<file path="src/rtl/core/mp4bs_pkg.sv">
// Types and constants of the top-level box scanner.
// Used by the interfaces, all scanner modules and the checker.
package mp4bs_pkg;

  localparam int MAX_BOXES   = 64;
  localparam int OFFSET_BITS = 32;

  localparam int BYTE_W    = 8;
  localparam int CFG_W     = 32;
  localparam int OUT_OFF_W = 32;
  localparam int POS_W     = 64;
  localparam int TYPE_W    = 32;
  localparam int HDR_IDX_W = 4;

  localparam logic [HDR_IDX_W-1:0] HDR_LAST_IDX = 4'd7;
  localparam logic [HDR_IDX_W-1:0] EXT_LAST_IDX = 4'd15;

  localparam logic [POS_W-1:0] HDR_SHORT_LEN = 64'd8;
  localparam logic [POS_W-1:0] HDR_LONG_LEN  = 64'd16;
  localparam logic [POS_W-1:0] HDR_NEXT_LEN  = 64'd24;
  localparam logic [POS_W-1:0] SIZE_TO_END   = 64'd0;
  localparam logic [POS_W-1:0] SIZE_EXTENDED = 64'd1;

  localparam logic [TYPE_W-1:0] TYPE_MOOV = 32'h6D6F_6F76;

  typedef enum logic {
    PH_HEADER,
    PH_SKIP
  } phase_t;

  typedef struct packed {
    logic              restart;
    logic [BYTE_W-1:0] data_byte;
  } in_item_t;

  typedef struct packed {
    logic                 found;
    logic [OUT_OFF_W-1:0] box_start;
    logic [OUT_OFF_W-1:0] box_end;
  } result_t;

endpackage

</file>
<file path="src/rtl/core/mp4bs_ifs.sv">
// Valid/ready channel interfaces for the box scanner's byte input and result output.
// Depends on mp4bs_pkg for payload widths.
interface mp4bs_in_if;
  logic                         valid;
  logic                         ready;
  logic [mp4bs_pkg::BYTE_W-1:0] data_byte;
  logic                         restart;

  modport source (output valid, output data_byte, output restart, input ready);
  modport sink   (input valid, input data_byte, input restart, output ready);
endinterface

interface mp4bs_out_if;
  logic                            valid;
  logic                            ready;
  logic                            found;
  logic [mp4bs_pkg::OUT_OFF_W-1:0] box_start;
  logic [mp4bs_pkg::OUT_OFF_W-1:0] box_end;

  modport source (output valid, output found, output box_start, output box_end, input ready);
  modport sink   (input valid, input found, input box_start, input box_end, output ready);
endinterface

</file>
<file path="src/rtl/core/mp4_top_level_box_scanner.sv">
// Top level of the top-level ISO media box scanner.
// Depends on mp4bs_pkg, mp4bs_ifs, mp4bs_in_stage, mp4bs_walker and mp4bs_out_stage.
//
//   channel  | dir | handshake            | payload
//   ---------+-----+----------------------+-------------------------------------
//   in_if    | in  | valid / ready        | data_byte[7:0], restart
//   out_if   | out | valid / ready        | found, box_start[31:0], box_end[31:0]
//   cfg      | in  | cfg_we (no wait)     | cfg_wdata[31:0] = head_length
//
// One byte request per cycle while out_if is not stalled; an accepted byte waits in the
// input register, is judged from there, and any result is registered for out_if.
// The only stall source is a held result register: while out_if has a result
// and ready is low, the input register holds and in_if.ready drops once it is full.
// Reset is synchronous, active low: head_length clears and the scanner idles,
// ignoring bytes until one arrives with restart set.
// A scan ends in one result unless restarted: moov found, or failure with zero offsets.
module mp4_top_level_box_scanner #(
  parameter int MaxBoxes   = mp4bs_pkg::MAX_BOXES,
  parameter int OffsetBits = mp4bs_pkg::OFFSET_BITS
) (
  input  logic                        clk,
  input  logic                        rst_n,
  mp4bs_in_if.sink                    in_if,
  mp4bs_out_if.source                 out_if,
  input  logic                        cfg_we,
  input  logic [mp4bs_pkg::CFG_W-1:0] cfg_wdata
);

  logic                adv;
  logic                step;
  mp4bs_pkg::in_item_t item;
  logic                res_valid;
  mp4bs_pkg::result_t  res;

  // Register the incoming byte request
  mp4bs_in_stage u_in_stage (
    .clk   (clk),
    .rst_n (rst_n),
    .in_if (in_if),
    .adv   (adv),
    .step  (step),
    .item  (item)
  );

  // Walk the box headers, skip non-moov bodies, decide the result
  mp4bs_walker #(
    .MaxBoxes   (MaxBoxes),
    .OffsetBits (OffsetBits)
  ) u_walker (
    .clk       (clk),
    .rst_n     (rst_n),
    .cfg_we    (cfg_we),
    .cfg_wdata (cfg_wdata),
    .step      (step),
    .item      (item),
    .res_valid (res_valid),
    .res       (res)
  );

  // Hold the result until the sink takes it
  mp4bs_out_stage u_out_stage (
    .clk       (clk),
    .rst_n     (rst_n),
    .out_if    (out_if),
    .res_valid (res_valid),
    .res       (res),
    .adv       (adv)
  );

endmodule

</file>
<file path="src/rtl/core/mp4bs_in_stage.sv">
// Input register of the box scanner: holds one accepted byte request.
// Depends on mp4bs_pkg and mp4bs_in_if.
module mp4bs_in_stage (
  input  logic                clk,
  input  logic                rst_n,
  mp4bs_in_if.sink            in_if,
  input  logic                adv,
  output logic                step,
  output mp4bs_pkg::in_item_t item
);

  logic                valid_r;
  mp4bs_pkg::in_item_t item_r;

  assign in_if.ready = !valid_r || adv;
  assign step        = valid_r && adv;
  assign item        = item_r;

  always_ff @(posedge clk) begin
    if (!rst_n) begin
      valid_r <= 1'b0;
    end else if (in_if.ready) begin
      valid_r <= in_if.valid;
    end
  end

  always_ff @(posedge clk) begin
    if (in_if.valid && in_if.ready) begin
      item_r.restart   <= in_if.restart;
      item_r.data_byte <= in_if.data_byte;
    end
  end

endmodule

</file>
<file path="src/rtl/core/mp4bs_walker.sv">
// Box walk state and per-byte decision logic of the box scanner.
// Depends on mp4bs_pkg; fed by mp4bs_in_stage, drains into mp4bs_out_stage.
module mp4bs_walker #(
  parameter int MaxBoxes   = mp4bs_pkg::MAX_BOXES,
  parameter int OffsetBits = mp4bs_pkg::OFFSET_BITS
) (
  input  logic                          clk,
  input  logic                          rst_n,
  input  logic                          cfg_we,
  input  logic [mp4bs_pkg::CFG_W-1:0]   cfg_wdata,
  input  logic                          step,
  input  mp4bs_pkg::in_item_t           item,
  output logic                          res_valid,
  output mp4bs_pkg::result_t            res
);

  localparam int HeadW = (OffsetBits < mp4bs_pkg::CFG_W) ? OffsetBits : mp4bs_pkg::CFG_W;
  localparam int CntW  = $clog2(MaxBoxes + 1);
  localparam int PosW  = mp4bs_pkg::POS_W;
  localparam int TypeW = mp4bs_pkg::TYPE_W;
  localparam int ByteW = mp4bs_pkg::BYTE_W;
  localparam int IdxW  = mp4bs_pkg::HDR_IDX_W;
  localparam int OutW  = mp4bs_pkg::OUT_OFF_W;

  logic [HeadW-1:0]  head_len_r;
  logic              active_r, active_nxt;
  mp4bs_pkg::phase_t phase_r, phase_nxt;
  logic [IdxW-1:0]   idx_r, idx_nxt;
  logic [CntW-1:0]   boxes_r, boxes_nxt;
  logic [PosW-1:0]   size_r, size_nxt;
  logic [TypeW-1:0]  type_r, type_nxt;
  logic [PosW-1:0]   start_r, start_nxt;
  logic [PosW-1:0]   skip_r, skip_nxt;
  logic [PosW-1:0]   next_r, next_nxt;

  logic [PosW-1:0]  head64, room, size_sh, pos16, pos24, next8;
  logic [TypeW-1:0] type_sh;
  logic             cnt_full;
  logic             is_long;
  logic [PosW-1:0]  j_sz, j_hs, j_end, j_skip;
  logic [TypeW-1:0] j_type;
  logic             j_bad, j_reopen_fail;
  logic             hit, fail;

  // Shared datapath terms
  assign head64   = PosW'(head_len_r);
  assign room     = head64 - start_r;
  assign size_sh  = {size_r[PosW-ByteW-1:0], item.data_byte};
  assign type_sh  = {type_r[TypeW-ByteW-1:0], item.data_byte};
  assign pos16    = start_r + mp4bs_pkg::HDR_LONG_LEN;
  assign pos24    = start_r + mp4bs_pkg::HDR_NEXT_LEN;
  assign next8    = next_r + mp4bs_pkg::HDR_SHORT_LEN;
  assign cnt_full = boxes_r >= CntW'(MaxBoxes);

  // Header judgment: short header at index 7, extended header at index 15
  assign is_long = (idx_r == mp4bs_pkg::EXT_LAST_IDX);
  assign j_sz    = is_long ? size_sh :
                   ((size_r == mp4bs_pkg::SIZE_TO_END) ? room : size_r);
  assign j_hs    = is_long ? mp4bs_pkg::HDR_LONG_LEN : mp4bs_pkg::HDR_SHORT_LEN;
  assign j_type  = is_long ? type_r : type_sh;
  assign j_bad   = (j_sz < j_hs) || (j_sz > room);
  assign j_end   = start_r + j_sz;
  assign j_skip  = j_sz - j_hs;
  assign j_reopen_fail = (is_long ? (pos24 > head64) : (pos16 > head64)) || cnt_full;

  always_comb begin : next_state
    active_nxt = active_r;
    phase_nxt  = phase_r;
    idx_nxt    = idx_r;
    boxes_nxt  = boxes_r;
    size_nxt   = size_r;
    type_nxt   = type_r;
    start_nxt  = start_r;
    skip_nxt   = skip_r;
    next_nxt   = next_r;
    hit        = 1'b0;
    fail       = 1'b0;
    if (step) begin
      if (item.restart) begin
        start_nxt = '0;
        phase_nxt = mp4bs_pkg::PH_HEADER;
        boxes_nxt = '0;
        if (head64 < mp4bs_pkg::HDR_SHORT_LEN) begin
          fail = 1'b1;
        end else begin
          active_nxt = 1'b1;
          boxes_nxt  = CntW'(1);
          size_nxt   = PosW'(item.data_byte);
          idx_nxt    = IdxW'(1);
        end
      end else if (active_r) begin
        if (phase_r == mp4bs_pkg::PH_SKIP) begin
          if (skip_r == PosW'(1)) begin
            if ((next8 > head64) || cnt_full) begin
              fail = 1'b1;
            end else begin
              boxes_nxt = CntW'(boxes_r + 1'b1);
              start_nxt = next_r;
              idx_nxt   = '0;
              size_nxt  = '0;
              phase_nxt = mp4bs_pkg::PH_HEADER;
            end
          end else begin
            skip_nxt = skip_r - PosW'(1);
          end
        end else begin
          if (idx_r[IdxW-1:IdxW-2] == 2'b01) begin
            type_nxt = type_sh;
          end else begin
            size_nxt = size_sh;
          end
          idx_nxt = IdxW'(idx_r + 1'b1);
          if ((idx_r == mp4bs_pkg::HDR_LAST_IDX) && (size_r == mp4bs_pkg::SIZE_EXTENDED)) begin
            // extended size follows; the 16-byte header must fit
            if (pos16 > head64) begin
              fail = 1'b1;
            end else begin
              size_nxt = '0;
            end
          end else if ((idx_r == mp4bs_pkg::HDR_LAST_IDX) || is_long) begin
            if (j_bad) begin
              fail = 1'b1;
            end else if (j_type == mp4bs_pkg::TYPE_MOOV) begin
              hit = 1'b1;
            end else if (j_skip == '0) begin
              // empty body: next header starts right here
              if (j_reopen_fail) begin
                fail = 1'b1;
              end else begin
                boxes_nxt = CntW'(boxes_r + 1'b1);
                start_nxt = j_end;
                idx_nxt   = '0;
                size_nxt  = '0;
              end
            end else begin
              phase_nxt = mp4bs_pkg::PH_SKIP;
              skip_nxt  = j_skip;
              next_nxt  = j_end;
            end
          end
        end
      end
      if (hit || fail) begin
        active_nxt = 1'b0;
      end
    end
  end

  always_comb begin : outputs
    res_valid     = hit || fail;
    res.found     = hit;
    res.box_start = hit ? start_r[OutW-1:0] : '0;
    res.box_end   = hit ? j_end[OutW-1:0] : '0;
  end

  always_ff @(posedge clk) begin
    if (!rst_n) begin
      head_len_r <= '0;
      active_r   <= 1'b0;
      phase_r    <= mp4bs_pkg::PH_HEADER;
      idx_r      <= '0;
      boxes_r    <= '0;
    end else begin
      if (cfg_we) begin
        head_len_r <= cfg_wdata[HeadW-1:0];
      end
      active_r <= active_nxt;
      phase_r  <= phase_nxt;
      idx_r    <= idx_nxt;
      boxes_r  <= boxes_nxt;
    end
  end

  always_ff @(posedge clk) begin
    size_r  <= size_nxt;
    type_r  <= type_nxt;
    start_r <= start_nxt;
    skip_r  <= skip_nxt;
    next_r  <= next_nxt;
  end

endmodule

</file>
<file path="src/rtl/core/mp4bs_out_stage.sv">
// Result register of the box scanner: holds one result request until taken.
// Depends on mp4bs_pkg and mp4bs_out_if.
module mp4bs_out_stage (
  input  logic               clk,
  input  logic               rst_n,
  mp4bs_out_if.source        out_if,
  input  logic               res_valid,
  input  mp4bs_pkg::result_t res,
  output logic               adv
);

  logic               valid_r;
  mp4bs_pkg::result_t res_r;

  // advance whenever the register is empty or being drained
  assign adv              = !valid_r || out_if.ready;
  assign out_if.valid     = valid_r;
  assign out_if.found     = res_r.found;
  assign out_if.box_start = res_r.box_start;
  assign out_if.box_end   = res_r.box_end;

  always_ff @(posedge clk) begin
    if (!rst_n) begin
      valid_r <= 1'b0;
    end else if (adv) begin
      valid_r <= res_valid;
    end
  end

  always_ff @(posedge clk) begin
    if (adv && res_valid) begin
      res_r <= res;
    end
  end

endmodule

</file>
<file path="src/flat_wrapper.sv">
// flat-port wrapper written by rule: the top's interface ports become plain ports
module mp4_top_level_box_scanner_flat 
#(
  parameter int MaxBoxes   = mp4bs_pkg::MAX_BOXES,
  parameter int OffsetBits = mp4bs_pkg::OFFSET_BITS
)
  (clk, rst_n, cfg_we, cfg_wdata, in_if_valid, in_if_data_byte, in_if_restart, in_if_ready, out_if_valid, out_if_found, out_if_box_start, out_if_box_end, out_if_ready);
  mp4bs_in_if in_if_i ();
  mp4bs_out_if out_if_i ();
  input  logic clk;
  input  logic rst_n;
  input  logic cfg_we;
  input  logic [mp4bs_pkg::CFG_W-1:0] cfg_wdata;
  input wire logic [$bits(in_if_i.valid)-1:0] in_if_valid;
  input wire logic [$bits(in_if_i.data_byte)-1:0] in_if_data_byte;
  input wire logic [$bits(in_if_i.restart)-1:0] in_if_restart;
  output wire logic [$bits(in_if_i.ready)-1:0] in_if_ready;
  output wire logic [$bits(out_if_i.valid)-1:0] out_if_valid;
  output wire logic [$bits(out_if_i.found)-1:0] out_if_found;
  output wire logic [$bits(out_if_i.box_start)-1:0] out_if_box_start;
  output wire logic [$bits(out_if_i.box_end)-1:0] out_if_box_end;
  input wire logic [$bits(out_if_i.ready)-1:0] out_if_ready;
  assign in_if_i.valid = in_if_valid;
  assign in_if_i.data_byte = in_if_data_byte;
  assign in_if_i.restart = in_if_restart;
  assign in_if_ready = in_if_i.ready;
  assign out_if_valid = out_if_i.valid;
  assign out_if_found = out_if_i.found;
  assign out_if_box_start = out_if_i.box_start;
  assign out_if_box_end = out_if_i.box_end;
  assign out_if_i.ready = out_if_ready;
  mp4_top_level_box_scanner #(.MaxBoxes(MaxBoxes), .OffsetBits(OffsetBits)) u_core (.clk(clk), .rst_n(rst_n), .in_if(in_if_i), .out_if(out_if_i), .cfg_we(cfg_we), .cfg_wdata(cfg_wdata));
endmodule
</file>
<file path="config.mk">
export PLATFORM = sky130hd
export DESIGN_NAME = mp4_top_level_box_scanner_flat
export DESIGN_NICKNAME = d
export VERILOG_FILES = /design/src/rtl/core/mp4bs_pkg.sv /design/src/rtl/core/mp4bs_ifs.sv /design/src/rtl/core/mp4_top_level_box_scanner.sv /design/src/rtl/core/mp4bs_in_stage.sv /design/src/rtl/core/mp4bs_walker.sv /design/src/rtl/core/mp4bs_out_stage.sv /design/src/flat_wrapper.sv
export SDC_FILE = /design/constraint.sdc
export NUM_CORES = 1
export LEC_CHECK = 0
export BUFFER_PORTS_ARGS = -buffer_cell sky130_fd_sc_hd__buf_4
export CORE_MARGIN = 3
export CORE_UTILIZATION = 50
export CTS_BUF_LIST = sky130_fd_sc_hd__clkbuf_8
export CTS_CLUSTER_SIZE = 16
export DETAILED_ROUTE_END_ITERATION = 16
export PLACE_DENSITY = 0.67
export SKIP_CTS_REPAIR_TIMING = 1
export SLEW_MARGIN = 20
export SYNTH_ARGS = -nofsm -noshare
export SYNTH_HDL_FRONTEND = slang
export SYNTH_HIERARCHICAL = 1
export SYNTH_SLANG_ARGS = --single-unit
export TNS_END_PERCENT = 50
</file>
<file path="constraint.sdc">
create_clock -name clk -period 15.6 [get_ports clk]
set_input_delay 0 -clock clk [delete_from_list [all_inputs] [get_ports clk]]
set_output_delay 0 -clock clk [all_outputs]
set_load 0.005 [all_outputs]
</file>
* After elaboration in Yosys (flattened, before gate mapping)
Cells that the tools add are included.
** Storage, ports and cells
- Bits in registers :: 409
- Output and inout bits :: 67
- Logic and storage cells :: 182
- Input bits :: 46
** Cells by class
- Muxes and demuxes :: 96
- Eq/ne operators :: 19
- Order comparisons :: 7
- Add/sub/neg operators :: 9
- Bitwise gates (word level) :: 6
- Reduce and logical (&&, ||, !) cells :: 28
** Operators by type and width (number)
- 64-bit 2-to-1 mux :: 33
- 64-bit by 32-bit greater-than comparator with 1-bit output :: 3
- 64-bit by 5-bit adder with 64-bit output (second input constant) :: 2
- 64-bit by 1-bit == test with 1-bit output (second input constant) :: 2
- 64-bit logical NOT :: 2
- 7-bit 2-to-1 mux :: 11
- 64-bit by 4-bit adder with 64-bit output (second input constant) :: 1
- 64-bit adder :: 1
- 64-bit greater-than comparator :: 1
- 64-bit by 5-bit less-than comparator with 1-bit output :: 1
- 32-bit by 64-bit subtractor with 64-bit output :: 1
- 64-bit by 1-bit subtractor with 64-bit output (second input constant) :: 1
- 64-bit by 5-bit subtractor with 64-bit output :: 1
- 4-bit 2-to-1 mux :: 12
- 1-bit 2-to-1 mux :: 38
- 32-bit by 31-bit == test with 1-bit output (second input constant) :: 1
- 32-bit by 4-bit less-than comparator with 1-bit output (second input constant) :: 1
- 32-bit 2-to-1 mux :: 1
- 9-bit AND reduction :: 2
- 3-bit by 2-bit != test with 1-bit output (second input constant) :: 5
- 2-bit != test (second input constant) :: 6
- 10-bit AND reduction :: 1
- 5-bit AND reduction :: 2
- 1-bit logical OR :: 8
- 16 further kinds :: 28

* Logic depth before layout (Yosys ltp)
- Word-level depth :: 17
- Mapped depth :: 33
- Gate-level depth less buffers :: 32

* Cells and area by module
The synthesis kept the hierarchy.
** By module, submodules not included
- mp4bs_walker :: cells each 3955, sequential area each 9549.2 µm², area each 32456.1 µm², times used 1
- mp4bs_out_stage :: cells each 70, sequential area each 1971.9 µm², area each 2009.4 µm², times used 1
- mp4bs_in_stage :: cells each 15, sequential area each 290.3 µm², area each 335.3 µm², times used 1

* Worst setup path before layout
OpenSTA, ideal clock, no wires.
- Path type :: flip-flop to flip-flop
- From :: register u_core.u_walker.idx_r[0]
- To :: register u_core.u_walker.skip_r[0] (enable)
- Setup time :: 0.565 ns
- Buffers on the path :: 7
- Stages on the path, launching flop included :: 27
- Data arrival time :: 10.365 ns
- Data required time :: 15.035 ns
- Clock period less this slack :: 10.930 ns
- Setup slack :: 4.670 ns
- Cells stage by stage :: dfxtp_1 -> ha_1 -> and3_1 -> buf_2 -> buf_2 -> buf_1 -> clkbuf_1 -> buf_2 -> buf_2 -> clkbuf_1 -> or3_1 -> o21a_1 -> fa_1 -> or2_1 -> or3_1 -> o41a_1 -> a2111o_1 -> nor2_1 -> nor4b_2 -> nand4_1 -> or3_4 -> mux2_2 -> or4_1 -> nor4_1 -> nand4_1 -> a31oi_1 -> nor3_1
** On the way
- Word-level cells in the longest chain between the ends :: 6
- Elaborated cells on any way between the ends :: 19
** RTL lines
- start, declared :: RTL line mp4bs_walker.sv:28 : logic [IdxW-1:0] idx_r, idx_nxt;
- start signal, assigned :: RTL line mp4bs_walker.sv:169 : idx_r <= idx_nxt;
- 4-bit == test :: RTL line mp4bs_walker.sv:56 : assign is_long = (idx_r == mp4bs_pkg::EXT_LAST_IDX);
- 64-bit 2-to-1 mux or 5-bit 2-to-1 mux (tied branches) :: RTL line mp4bs_walker.sv:57, mp4bs_walker.sv:59
- 64-bit by 5-bit subtractor with 64-bit output (tied with other cells) :: RTL line mp4bs_walker.sv:63 : assign j_skip = j_sz - j_hs;
- 64-bit logical NOT or 1-bit logical OR (tied branches) :: RTL line mp4bs_walker.sv:125, mp4bs_walker.sv:61
- 2-bit != test (no source line)
- 9-bit AND reduction (no source line) (*)
- end signal, assigned :: RTL line mp4bs_walker.sv:178 : skip_r <= skip_nxt;
- end, declared :: RTL line mp4bs_walker.sv:33 : logic [PosW-1:0] skip_r, skip_nxt;
Mark *: on every way between the ends. The rest lies on a longest branch, timed or not.
A chain may end at the register's enable or synchronous reset.

* Worst setup path after layout
- From :: register u_core.u_walker.size_r[47]
- To :: register u_core.u_out_stage.res_r (netlist bit u_core/u_out_stage/out_if.box_end[25]) (enable)
** On the way
- Word-level cells in the longest chain between the ends :: 17
- Elaborated cells on any way between the ends :: 30
** RTL lines
- start, declared :: RTL line mp4bs_walker.sv:30 : logic [PosW-1:0] size_r, size_nxt;
- start signal, assigned :: RTL line mp4bs_walker.sv:175 : size_r <= size_nxt;
- 64-bit logical NOT :: RTL line mp4bs_walker.sv:58 : ((size_r == mp4bs_pkg::SIZE_TO_END) ? room : size_r);
- 64-bit 2-to-1 mux :: RTL line mp4bs_walker.sv:58
- 64-bit 2-to-1 mux :: RTL line mp4bs_walker.sv:57 : assign j_sz = is_long ? size_sh :
- 64-bit by 5-bit subtractor with 64-bit output :: RTL line mp4bs_walker.sv:63
- 64-bit logical NOT :: RTL line mp4bs_walker.sv:125 : end else if (j_skip == '0) begin
- 1-bit 2-to-1 mux :: RTL line mp4bs_walker.sv:125
- 1-bit 2-to-1 mux :: RTL line mp4bs_walker.sv:123 : end else if (j_type == mp4bs_pkg::TYPE_MOOV) begin
- 1-bit 2-to-1 mux :: RTL line mp4bs_walker.sv:121 : if (j_bad) begin
- 1-bit 2-to-1 mux :: RTL line mp4bs_walker.sv:120 : end else if ((idx_r == mp4bs_pkg::HDR_LAST_IDX) || is_long) begin
- 1-bit 2-to-1 mux :: RTL line mp4bs_walker.sv:113 : if ((idx_r == mp4bs_pkg::HDR_LAST_IDX) && (size_r == mp4bs_pkg::SIZE_EXTENDED)) begin
- 1-bit 2-to-1 mux :: RTL line mp4bs_walker.sv:92 : if (phase_r == mp4bs_pkg::PH_SKIP) begin
- 1-bit 2-to-1 mux :: RTL line mp4bs_walker.sv:91 : end else if (active_r) begin
- 1-bit 2-to-1 mux :: RTL line mp4bs_walker.sv:79 : if (item.restart) begin
- 1-bit 2-to-1 mux (2 in a row) :: RTL line mp4bs_walker.sv:78 : if (step) begin
- 1-bit logical OR (*) :: RTL line mp4bs_walker.sv:150 : res_valid = hit || fail;
- net u_core.res_valid :: RTL line mp4_top_level_box_scanner.sv:32 : logic res_valid;
- 1-bit logical AND (*) :: RTL line mp4bs_out_stage.sv:31 : if (adv && res_valid) begin
- end signal, assigned :: RTL line mp4bs_out_stage.sv:32 : res_r <= res;
- end, declared :: RTL line mp4bs_out_stage.sv:13 : mp4bs_pkg::result_t res_r;
Mark *: on every way through the listed nets, which the timed path passes. The rest lies on a longest branch. The select of a mux whose other input is x is not followed.

==> run summary <==
status - finished clean
dpl hpwl - 94.05 mm
Crit path max-delay family - simple AND/OR/NAND/NOR gates
Yosys warnings - 6
total gr overflow - 0
Net Sw Frac - 29.83%
cell taking the most area after synthesis - edfxtp_1
DRT Wirelength - 125.0 mm
Avg Inst Size Synth - 8.614 µm²
Tightest Pin Transition - 1.101 ns
Sink Count - 409
Synth Instances - 4040
Peak VDD IR - 0.05240 mV
worst-path fanout max - 60
worst rel slew slack - 26.01%
adder-cell area share of the yosys netlist - 9.592%
most instantiated cells after synthesis - 417 x nand2_1, 388 x nor2_1, 362 x edfxtp_1, 303 x a21oi_1, 262 x ha_1
Pint - 2027 µW
antenna-violating nets left - 0
share of layout cells above drive strength 1 - 8.928%
Seq/Total Area, Yosys - 33.94%
vias in the first global route - 30240
Layout Skew - 0.04462 ns
LEAKAGE - 0.01507 µW
complex-gate fraction of the synthesized area - 16.47%
main combinational cell family by area after synthesis - simple AND/OR/NAND/NOR gates
fin. max-slew vios - 0
TritonCTS clock tree - done
Syn Nets - 4351
GPL Wtd Cong - 1.037
NetSw - 861.9 µW
PD cells - 73.46 nW/µm²
Cell Chain, Critical Path - nor4_1 -> nand4_1 -> or4_1 -> nor2_1 -> or3_1 -> o21a_1 -> ha_1 -> o2bb2ai_1 -> o221ai_1 -> or3_1 -> nor3_1 -> nand2_1 -> nor3_4 -> nand3_2 -> nor4_2 -> mux2_2 -> nor3_2 -> nand4_2 -> o311ai_1 -> a21oi_1 -> nor2b_1 -> and2_4 -> buf_4
Synth async-reset ratio - 0%
crit end category - flop
part of the power in registers - 43.7%
worst skew pair latency - 0.70 ns
Slowest cell on crit path - or4_1
row count - 96
htree depth - 3
most frequent cell after synthesis - nand2_1
root buf cell - clkbuf_8
CP Data Required Time - 15.90 ns
FMAX - 106.5 MHz
worst hold path depth - 2
EDFF count, synth - 362
Worst path most repeated cell - or3_1
cell area after synthesis - 34800 µm²
vias - 32670
Core ar. - 68830 µm²
endpoints failing setup - 0
Routed WL per cell - 23.91 µm
initial antenna violation count - 2
aggregate global-route resource usage - 32.54%
Reg clk slew, reported paths - 0.06 ns
Top FF cell, synth - edfxtp_1
CP Data Arrival Time - 9.68 ns
cts bufs inserted - 77
Hold WC Path Type - in -> reg
input/output buffers - 112
nets@finish - 4538
R2R cell count - 23
Initial Utilization - 50.56%
synth top area cells - edfxtp_1 31%, ha_1 9.4%, xnor2_1 5.5%
Synth Area in XOR/XNOR - 8.075%
clock tree buffer depth - 3
Clk network pwr share - 38.7%
# IOs - 113
WS Path Type - reg -> reg
Die Width - 269.8 µm
fin crit period - 9.389 ns
global-route wire length before repair - 184.4 mm
area grow syn2layout - 13.01%
largest stage delay on the critical path - 1.03 ns
number of vias per cell - 6.249
power consumption - 2889 µW
die area - 72800 µm²
1st-pass router iterations - 6
Critical Path Source Type - flop
setup TNS - 0 ns
DRC viols - 0
Synth cell types - 109
final period utilization - 60.18%
CP Depth - 23
number of buffers and inverters on the critical path - 1
share of power burned in combinational logic - 17.6%
mux cell area share after synthesis - 3.167%
Die Ht - 269.8 µm
r2r endpoint - u_core/u_out_stage/out_if.box_end[25]
Filler Cells Inserted - 6248
pin count of the biggest net entering global routing - 68
RSZ-0062 raised after global routing - no
worst setup path startpoint - u_core/u_walker/size_r[47]
DR iter-0 viols - 3899
R2R Path Start - u_core/u_walker/size_r[47]
final hold vios - 0
max-cap violations - 0
R2R setup slack - 6.21 ns
crit path capture - u_core/u_out_stage/out_if.box_end[25]
Synth top area share - 31.24%
Yosys reg bits - 409
post-synthesis simple-gate area fraction - 25.04%
## worst reg2reg max path, cell delays in order, from the launching register on
cell	delay (ns)
edfxtp_1	0.48
nor4_1	0.43
nand4_1	0.38
or4_1	1.04
nor2_1	0.23
or3_1	0.12
o21a_1	0.22
ha_1	0.26
o2bb2ai_1	0.19
o221ai_1	0.16
or3_1	0.43
nor3_1	0.47
nand2_1	0.48
nor3_4	0.44
nand3_2	0.20
nor4_2	0.53
mux2_2	0.42
nor3_2	0.26
nand4_2	0.24
o311ai_1	0.62
a21oi_1	0.15
nor2b_1	0.29
and2_4	0.26
buf_4	0.59
## through the flow
stage	util, %	std cells	hold WS [ns]	instance area [µm²]	setup WS [ns]
after floorplan	-	4040	0.09887	34800	4.670
after global placement	53.25	4975	0.1782	36650	6.762
after detailed placement	53.25	4975	0.1796	36650	6.592
after CTS	55.59	5117	-0.5858	38260	6.555
after global routing	57.14	5226	0.02003	39330	5.719
final	57.14	5228	0.04424	39330	6.211
## area by class of cell
cell class | count | area [µm²] | area share (%)
multi-input combinational | 3298 | 21770 | 55.34
timing repair buffer | 277 | 2337 | 5.943
clock buffer | 85 | 1170 | 2.974
tap | 931 | 1165 | 2.962
sequential | 409 | 11820 | 30.04
clock inverter | 57 | 442.9 | 1.126
antenna | 7 | 17.52 | 0.04454
inverter | 164 | 616.8 | 1.568
## worst min-delay path by stage
stage,startpoint,end,slack [ns]
after floorplan,in_if_data_byte[0],u_core/u_in_stage/item[0],0.1
after global placement,in_if_data_byte[2],u_core/u_in_stage/item[2],0.18
after detailed placement,in_if_data_byte[6],u_core/u_in_stage/item[6],0.18
after CTS,in_if_data_byte[5],u_core/u_in_stage/item[5],-0.59
after global routing,in_if_data_byte[0],u_core/u_in_stage/item[0],0.02
final,in_if_data_byte[4],u_core/u_in_stage/item[4],0.04
## registers in the layout, indices dropped and copies added, names as in the netlist, 4 cells and up
signal and count:
u_core/u_walker/type_r 32, u_core/u_walker/size_r 64, u_core/u_walker/head_len_r 32, u_core/u_walker/boxes_r 7, u_core/u_walker/start_r 64, u_core/u_out_stage/out_if.box_start 32, u_core/u_in_stage/item 9, u_core/u_walker/next_r 64
u_core/u_walker/skip_r 64, u_core/u_walker/idx_r 4, u_core/u_out_stage/out_if.box_end 32
## routing by layer
layer | up-vias | wire, µm | global-route usage, %
li1 | 15290 | - | -
met1 | 15410 | 52100 | 43.84
met2 | 1650 | 54640 | 49.79
met3 | 323 | 11500 | 6.609
met4 | 2 | 6743 | 16.40
met5 | - | 13 | 0
## power by group through the flow
| stage | clock network, µW | logic (µW) | registers [µW] |
|---|---|---|---|
| after detailed placement | 0 | 470 | 1280 |
| after CTS | 1140 | 474 | 1260 |
| after global placement | 0 | 468 | 1280 |
| final | 1120 | 509 | 1260 |
| after floorplan | 0 | 340 | 1260 |
| after global routing | 1190 | 557 | 1260 |
## placed cells by master, fill, tap and decap left out, types with 58 or more instances in the layout
cell	instances
nand4_1	121
dlygate4sd3_1	103
nor3_1	133
and2_1	84
clkbuf_8	85
nor2b_1	58
edfxtp_1	362
xnor2_1	220
mux2i_1	102
nor2_1	385
a21oi_1	303
a21o_1	107
nand2_1	417
nand3_1	119
nor4_1	104
ha_1	262
xor2_1	99
buf_4	174
inv_1	186
o21ai_0	147
## logic make-up (layout without fill, tap and decap cells)
kind of cell               count (synthesis)  in the layout
and+or+nand+nor                         1710           1710
AOI/OAI and AO/OA                        894            894
DFF                                      409            409
buffers and inverters                    333            583
xor gates and xnor gates                 320            320
adders and majority gates                265            265
muxes                                    109            109
other                                      0              7
Power figures use the tool's default switching activity.
